===== src/bcu_pkg.sv =====
// shared types, microcode program and constant tables for the binomial coefficient unit
// no dependencies; used by bcu_seq and binomial_coefficient_unit
`timescale 1ns / 1ps
`default_nettype none

package bcu_pkg;

  localparam int unsigned CoefW  = 60;
  localparam int unsigned HalfW  = 30;
  localparam int unsigned IdxW   = 6;
  localparam int unsigned ExpW   = 6;
  localparam int unsigned TzW    = 3;
  localparam int unsigned UpcW   = 3;
  localparam int unsigned InvN   = 16;
  localparam int unsigned InvIdxW = 4;

  typedef logic [UpcW-1:0] upc_t;

  // datapath operation selected by the control word
  typedef enum logic [2:0] {
    OP_NOP  = 3'd0,
    OP_LOAD = 3'd1,
    OP_WGEN = 3'd2,
    OP_MUL0 = 3'd3,
    OP_MUL1 = 3'd4,
    OP_MUL2 = 3'd5,
    OP_FIN  = 3'd6
  } op_e;

  // sequencing condition of the control word
  typedef enum logic [2:0] {
    C_NEXT      = 3'd0,
    C_WAIT_IN   = 3'd1,
    C_SKIP_NONE = 3'd2,
    C_LOOP      = 3'd3,
    C_WAIT_OUT  = 3'd4,
    C_HOME      = 3'd5
  } cond_e;

  typedef struct packed {
    op_e   op;
    cond_e cond;
    upc_t  tgt;
  } uword_t;

  typedef struct packed {
    logic in_xfer;
    logic no_steps;
    logic more;
    logic out_free;
  } seq_stat_t;

  typedef struct packed {
    op_e  op;
    logic in_ready;
  } seq_ctrl_t;

  localparam upc_t UA_IDLE  = 3'd0;
  localparam upc_t UA_CHECK = 3'd1;
  localparam upc_t UA_WGEN  = 3'd2;
  localparam upc_t UA_MUL0  = 3'd3;
  localparam upc_t UA_MUL1  = 3'd4;
  localparam upc_t UA_MUL2  = 3'd5;
  localparam upc_t UA_FIN   = 3'd6;
  localparam upc_t UA_SPARE = 3'd7;

  // control store
  function automatic uword_t ucode(upc_t a);
    uword_t w;
    unique case (a)
      UA_IDLE:  w = '{op: OP_LOAD, cond: C_WAIT_IN,   tgt: UA_IDLE};
      UA_CHECK: w = '{op: OP_NOP,  cond: C_SKIP_NONE, tgt: UA_FIN};
      UA_WGEN:  w = '{op: OP_WGEN, cond: C_NEXT,      tgt: UA_IDLE};
      UA_MUL0:  w = '{op: OP_MUL0, cond: C_NEXT,      tgt: UA_IDLE};
      UA_MUL1:  w = '{op: OP_MUL1, cond: C_NEXT,      tgt: UA_IDLE};
      UA_MUL2:  w = '{op: OP_MUL2, cond: C_LOOP,      tgt: UA_WGEN};
      UA_FIN:   w = '{op: OP_FIN,  cond: C_WAIT_OUT,  tgt: UA_IDLE};
      default:  w = '{op: OP_NOP,  cond: C_HOME,      tgt: UA_IDLE};
    endcase
    return w;
  endfunction

  // trailing zero count of a small value
  function automatic logic [TzW-1:0] tz6(logic [IdxW-1:0] v);
    logic [TzW-1:0] t;
    t = '0;
    for (int k = IdxW - 1; k >= 0; k--) begin
      if (v[k]) begin
        t = TzW'(k);
      end
    end
    return t;
  endfunction

  // inverses of the odd numbers 1..31 modulo 2^60
  typedef logic [CoefW-1:0] inv_tab_t [InvN];

  function automatic inv_tab_t build_inv();
    inv_tab_t         tab;
    logic [CoefW-1:0] o;
    logic [CoefW-1:0] x;
    logic [CoefW-1:0] t;
    for (int k = 0; k < InvN; k++) begin
      o = CoefW'(2 * k + 1);
      x = o;
      for (int s = 0; s < 5; s++) begin
        t = CoefW'(o * x);
        x = CoefW'(x * (CoefW'(2) - t));
      end
      tab[k] = x;
    end
    return tab;
  endfunction

  localparam inv_tab_t InvTab = build_inv();

endpackage

`default_nettype wire


===== src/binomial_coefficient_unit.sv =====
// binomial_coefficient_unit: exact n choose r for rows up to 63 on a microcoded datapath
// depends on bcu_pkg and bcu_seq
//
// One query at a time. A query runs the program loop once for each step index 1..k, where
// k = min(r, n-r) (at most 31); each loop step (WGEN, MUL0, MUL1, MUL2) uses one shared
// 30x30 multiplier three times. The running value is kept as an odd part modulo 2^60 and a
// power of two, so the exact division by each step index is a multiply by a tabulated
// inverse. A finished result sits in an output register; a new query is taken as soon as
// the program is back at its first step. r > n gives 0 with index_beyond_row set.
`timescale 1ns / 1ps
`default_nettype none

module binomial_coefficient_unit #(
  parameter int unsigned MAX_ROW = 63
) (
  input  wire logic        clk_i,
  input  wire logic        rst_ni,
  input  wire logic        in_valid_i,
  output logic             in_ready_o,
  input  wire logic [5:0]  row_number_i,
  input  wire logic [5:0]  element_index_i,
  output logic             out_valid_o,
  input  wire logic        out_ready_i,
  output logic [59:0]      coefficient_o,
  output logic             index_beyond_row_o
);

  localparam int unsigned CoefW = bcu_pkg::CoefW;
  localparam int unsigned HalfW = bcu_pkg::HalfW;
  localparam int unsigned IdxW  = bcu_pkg::IdxW;
  localparam int unsigned ExpW  = bcu_pkg::ExpW;
  localparam int unsigned RowW  = 7;

  bcu_pkg::seq_stat_t stat;
  bcu_pkg::seq_ctrl_t ctrl;

  logic [IdxW-1:0]  steps_q, steps_d;
  logic [IdxW-1:0]  cnt_q, cnt_d;
  logic [IdxW-1:0]  base_q, base_d;
  logic [ExpW-1:0]  exp_q, exp_d;
  logic [CoefW-1:0] odd_q, odd_d;
  logic [CoefW-1:0] w_q, w_d;
  logic [CoefW-1:0] acc_q, acc_d;
  logic             beyond_q, beyond_d;
  logic [CoefW-1:0] coef_q;
  logic             flag_q;
  logic             out_valid_q;

  logic             in_xfer, out_free, fin_wr;
  logic             beyond, over;
  logic [IdxW-1:0]  rem, rmin;
  logic [IdxW-1:0]  idx, mval, oddm, oddi;
  logic [bcu_pkg::TzW-1:0] tzm, tzi;
  logic [RowW-1:0]  exp_sum;
  logic [HalfW-1:0] mul_a, mul_b;
  logic [2*HalfW-1:0] mul_p;
  logic [CoefW-1:0] upper_add;

  assign in_ready_o = ctrl.in_ready;
  assign in_xfer    = in_valid_i & ctrl.in_ready;
  assign out_free   = ~out_valid_q | out_ready_i;
  assign fin_wr     = (ctrl.op == bcu_pkg::OP_FIN) & out_free;

  assign stat.in_xfer  = in_xfer;
  assign stat.no_steps = (cnt_q >= steps_q);
  assign stat.more     = (cnt_q < steps_q);
  assign stat.out_free = out_free;

  bcu_seq u_seq (
    .clk_i  (clk_i),
    .rst_ni (rst_ni),
    .stat_i (stat),
    .ctrl_o (ctrl)
  );

  // query setup
  assign beyond = (element_index_i > row_number_i);
  assign over   = ({1'b0, row_number_i} > RowW'(MAX_ROW));
  assign rem    = row_number_i - element_index_i;
  assign rmin   = (rem < element_index_i) ? rem : element_index_i;

  // step operands
  assign idx     = cnt_q + 1'b1;
  assign mval    = base_q + idx;
  assign tzm     = bcu_pkg::tz6(mval);
  assign tzi     = bcu_pkg::tz6(idx);
  assign oddm    = mval >> tzm;
  assign oddi    = idx >> tzi;
  assign exp_sum = {1'b0, exp_q} + RowW'(tzm) - RowW'(tzi);

  // shared multiplier
  always_comb begin
    case (ctrl.op)
      bcu_pkg::OP_MUL1: begin
        mul_a = odd_q[HalfW-1:0];
        mul_b = w_q[CoefW-1:HalfW];
      end
      bcu_pkg::OP_MUL2: begin
        mul_a = odd_q[CoefW-1:HalfW];
        mul_b = w_q[HalfW-1:0];
      end
      default: begin
        mul_a = odd_q[HalfW-1:0];
        mul_b = w_q[HalfW-1:0];
      end
    endcase
  end

  assign mul_p     = mul_a * mul_b;
  assign upper_add = {mul_p[HalfW-1:0], {HalfW{1'b0}}};

  always_comb begin
    steps_d  = steps_q;
    cnt_d    = cnt_q;
    base_d   = base_q;
    exp_d    = exp_q;
    odd_d    = odd_q;
    w_d      = w_q;
    acc_d    = acc_q;
    beyond_d = beyond_q;
    unique case (ctrl.op)
      bcu_pkg::OP_LOAD: begin
        if (in_xfer) begin
          steps_d  = (beyond | over) ? '0 : rmin;
          base_d   = row_number_i - rmin;
          odd_d    = (beyond | over) ? '0 : CoefW'(1);
          exp_d    = '0;
          cnt_d    = '0;
          beyond_d = beyond;
        end
      end
      bcu_pkg::OP_WGEN: begin
        w_d   = CoefW'(oddm * bcu_pkg::InvTab[oddi[bcu_pkg::InvIdxW:1]]);
        exp_d = exp_sum[ExpW-1:0];
        cnt_d = idx;
      end
      bcu_pkg::OP_MUL0: acc_d = mul_p;
      bcu_pkg::OP_MUL1: acc_d = acc_q + upper_add;
      bcu_pkg::OP_MUL2: odd_d = acc_q + upper_add;
      default: ;
    endcase
  end

  always_ff @(posedge clk_i or negedge rst_ni) begin
    if (!rst_ni) begin
      steps_q  <= '0;
      cnt_q    <= '0;
      base_q   <= '0;
      exp_q    <= '0;
      odd_q    <= '0;
      beyond_q <= 1'b0;
    end else begin
      steps_q  <= steps_d;
      cnt_q    <= cnt_d;
      base_q   <= base_d;
      exp_q    <= exp_d;
      odd_q    <= odd_d;
      beyond_q <= beyond_d;
    end
  end

  always_ff @(posedge clk_i) begin
    w_q   <= w_d;
    acc_q <= acc_d;
  end

  // result register
  always_ff @(posedge clk_i or negedge rst_ni) begin
    if (!rst_ni) begin
      out_valid_q <= 1'b0;
    end else if (fin_wr) begin
      out_valid_q <= 1'b1;
    end else if (out_ready_i) begin
      out_valid_q <= 1'b0;
    end
  end

  always_ff @(posedge clk_i) begin
    if (fin_wr) begin
      coef_q <= odd_q << exp_q;
      flag_q <= beyond_q;
    end
  end

  assign out_valid_o        = out_valid_q;
  assign coefficient_o      = coef_q;
  assign index_beyond_row_o = flag_q;

endmodule

`default_nettype wire


===== src/bcu_seq.sv =====
// microcode sequencer: program counter, control store readout and jump logic
// depends on bcu_pkg
`timescale 1ns / 1ps
`default_nettype none

module bcu_seq (
  input  wire logic              clk_i,
  input  wire logic              rst_ni,
  input  wire bcu_pkg::seq_stat_t stat_i,
  output bcu_pkg::seq_ctrl_t     ctrl_o
);

  bcu_pkg::upc_t   pc_q, pc_d;
  bcu_pkg::uword_t uw;

  assign uw = bcu_pkg::ucode(pc_q);

  always_comb begin
    unique case (uw.cond)
      bcu_pkg::C_NEXT:      pc_d = pc_q + 1'b1;
      bcu_pkg::C_WAIT_IN:   pc_d = stat_i.in_xfer ? pc_q + 1'b1 : pc_q;
      bcu_pkg::C_SKIP_NONE: pc_d = stat_i.no_steps ? uw.tgt : pc_q + 1'b1;
      bcu_pkg::C_LOOP:      pc_d = stat_i.more ? uw.tgt : pc_q + 1'b1;
      bcu_pkg::C_WAIT_OUT:  pc_d = stat_i.out_free ? uw.tgt : pc_q;
      bcu_pkg::C_HOME:      pc_d = uw.tgt;
      default:              pc_d = bcu_pkg::UA_IDLE;
    endcase
  end

  always_ff @(posedge clk_i or negedge rst_ni) begin
    if (!rst_ni) begin
      pc_q <= bcu_pkg::UA_IDLE;
    end else begin
      pc_q <= pc_d;
    end
  end

  assign ctrl_o.op       = uw.op;
  assign ctrl_o.in_ready = (uw.cond == bcu_pkg::C_WAIT_IN);

endmodule

`default_nettype wire

===== config.mk =====
export PLATFORM = sky130hd
export DESIGN_NAME = binomial_coefficient_unit
export DESIGN_NICKNAME = d
export VERILOG_FILES = /design/src/bcu_pkg.sv /design/src/binomial_coefficient_unit.sv /design/src/bcu_seq.sv
export SDC_FILE = /design/constraint.sdc
export NUM_CORES = 2
export LEC_CHECK = 0
export ABC_AREA = 1
export BUFFER_PORTS_ARGS = -buffer_cell sky130_fd_sc_hd__buf_2
export CORE_MARGIN = 4
export CORE_UTILIZATION = 55
export CTS_BUF_LIST = sky130_fd_sc_hd__clkbuf_16
export CTS_CLUSTER_SIZE = 25
export DETAILED_ROUTE_END_ITERATION = 8
export PLACE_DENSITY = 0.78
export SYNTH_ARGS = -nofsm -noshare
export SYNTH_HDL_FRONTEND = slang
export SYNTH_SLANG_ARGS = --single-unit

===== constraint.sdc =====
create_clock -name clk_i -period 13.4 [get_ports clk_i]
set_input_delay 2.68 -clock clk_i [delete_from_list [all_inputs] [get_ports clk_i]]
set_output_delay 2.68 -clock clk_i [all_outputs]
set_load 0.005 [all_outputs]

==> flow_summary.ini <==
[timing]
fin_crit_ns = 11.99
tightest_slew_ns = 1.29
relSlewSlack = 0.133
rsz0062_at_grt = false
fin_tns_setup_ns = 0
period_share = 0.895
fmax_mhz = 83.4
setup_viol = 0
finalClockSkew_ns = 0.0310
final_hold_viol_count = 0
maxSlewViolCount = 0

[worst_setup_path]
critPathRequiredTime_ns = 13.71
critical_path.startpoint_type = flip-flop
slowest_stage = buf_4
arrival_ns = 12.30
critPathKind = flip-flop to flip-flop
critPathMaxFanout = 46
cp-end-kind = flip-flop
cpPeakStageDelay_ns = 0.56

[clock_network]
htreeDepth = 1
clkSinkCount = 270
cts-buffers-inserted = 27
post-cts-setup-buffers = 0
cts_resized = 0
clock-root-buffer = clkbuf_16
cts_tree = yes
cts_hold_buf = 0
clock_latency_ns = 0.59
cts_buffer_depth = 3
clk_pin_slew_ns = 0.08

[routing]
firstDrtPassIters = 8
routed_wl_mm = 173
drtAntennaViolNets = 0
drt_iter0_drc = 5030
vias = 47800
drc = 0
post_drt_wl_per_cell_um = 20.8
viasPerCell = 5.76

[global_route]
track_usage = 0.324
grt-ovfl-total = 0
grt_pass1_vias = 48700
grt_max_degree = 86
grt_pass1_wl_mm = 271
antenna_found_initial = 7

[yosys]
yosysTopAreaCell = fa_1
yosysWarnings = 0
ys_ff_latch = 270
syn-num-nets = 8405
ys.flop_type = edfxtp_1
async_reset_ff_frac = 0.330
syn_inst = 6992
synth_top_area_share = 0.360
synth_area_leaders = fa_1, nand2_1, inv_1
synth-edff-count = 181
syn_area_per_cell_um2 = 8.01
synth_cell_type_count = 61
syn_area_um2 = 56000
ys_seq_area_frac = 0.137

[floorplanning]
start_util = 0.557
dieArea_um2 = 107000
fp.dieW_um = 327
rows = 116
coreArea_um2 = 101000
fp.dieH_um = 327
ios = 79

[run]
maxCapViolCount = 0

[place]
gp_congestion = 1.01
dp.cells = 8256
dp_hpwl_mm = 141
dpl_cell_area_um2 = 58000
port_buffers = 78

[finish]
final_common_cell = nand2_1
instances_no_fill = 8308
final_nets = 8341
mostFrequentLayoutCells = nand2_1, inv_1, fa_1, nor2_1, ha_1
design_area_um2 = 59000
drive_above_1_share = 0.0527
area_growth_pct = 5.28
fillCellCount = 8948

[run_status]
outcome = finished, final reports clean

[worst_hold_path]
hp-class = flip-flop to flip-flop
synthesized netlist by cell type, types with 39 or more instances:
cell type,n
nand3_1,124
xor2_1,73
edfxtp_1,181
xnor2_1,46
a31oi_1,42
nor2_1,699
mux2i_1,81
clkbuf_1,214
o22ai_1,39
fa_1,1008
a21oi_1,271
inv_1,1472
dfrtp_1,89
nand2_1,1549
o21ai_0,351
ha_1,389
layout make-up:
class	instances	area [um2]	area share
Timing Repair Buffer	174	1110	0.0189
Inverter	1510	5670	0.0962
Multi-Input combinational cell	4945	41900	0.711
Antenna cell	2	5.00	0.0000849
Clock buffer	30	751	0.0127
Sequential cell	270	7660	0.130
Tap cell	1357	1700	0.0288
Clock inverter	20	155	0.00263
flip-flops by register name, summed over array words and instances (netlist names):
signal	flops
acc_q	60
coefficient_o	60
odd_q	60
w_q	60
base_q	6
cnt_q	6
exp_q	6
steps_q	6
u_seq.pc_q	3
beyond_q	1
index_beyond_row_o	1
out_valid_o	1
metal layers:
metal,global-route usage,routed length [um]
met5,0,41
met1,0.427,65800
met2,0.517,78800
met4,0.141,9570
met3,0.0720,18900
kinds of logic after synthesis:
| group | count (synthesis) | synth area share |
|---|---|---|
| and+or+nand+nor | 2501 | 0.178 |
| buffers and inverters | 1777 | 0.120 |
| adders and majority gates | 1397 | 0.447 |
| AOI/OAI and AO/OA | 846 | 0.0846 |
| DFF | 270 | 0.137 |
| xor gates and xnor gates | 120 | 0.0189 |
| muxes | 81 | 0.0145 |
critical path: cells and delay by family, from the launching register on:
kind                     cells  cell delay (ns)
adder cells (fa/ha/maj)     11             4.90
flip-flops                   1             0.43
buffers and inverters       11             2.19
AND/OR/NAND/NOR             10             1.84
XOR/XNOR                     1             0.20
AO/OA/AOI/OAI                9             2.10
worst paths after layout:
kind                       depth (start not counted)  slack (ns)                 end          start
min in group asynchronous                          1        2.01           base_q[0]         rst_ni
max in group asynchronous                          2       10.21            odd_q[7]         rst_ni
hold reg to reg                                    0        0.43  index_beyond_row_o       beyond_q
setup reg to reg                                  42        1.41           acc_q[59]  u_seq.pc_q[0]
setup / recovery                                  42        1.41           acc_q[59]  u_seq.pc_q[0]
hold / removal                                     0        0.43  index_beyond_row_o       beyond_q
per-stage QoR:
stage / util / setup WS, ns / hold slack [ns]
finish: 0.586 / 1.41 / 0.434
global route: 0.586 / 0.695 / 0.437
CTS: 0.586 / 1.60 / 0.433
detailed placement: 0.577 / 1.64 / 0.446
global placement: 0.577 / 1.81 / 0.436
floorplan: - / 3.80 / 0.426
Power is left out: the tool's default activity adds up to more than one toggle a clock period on the data nets, which glitch-free logic cannot reach.
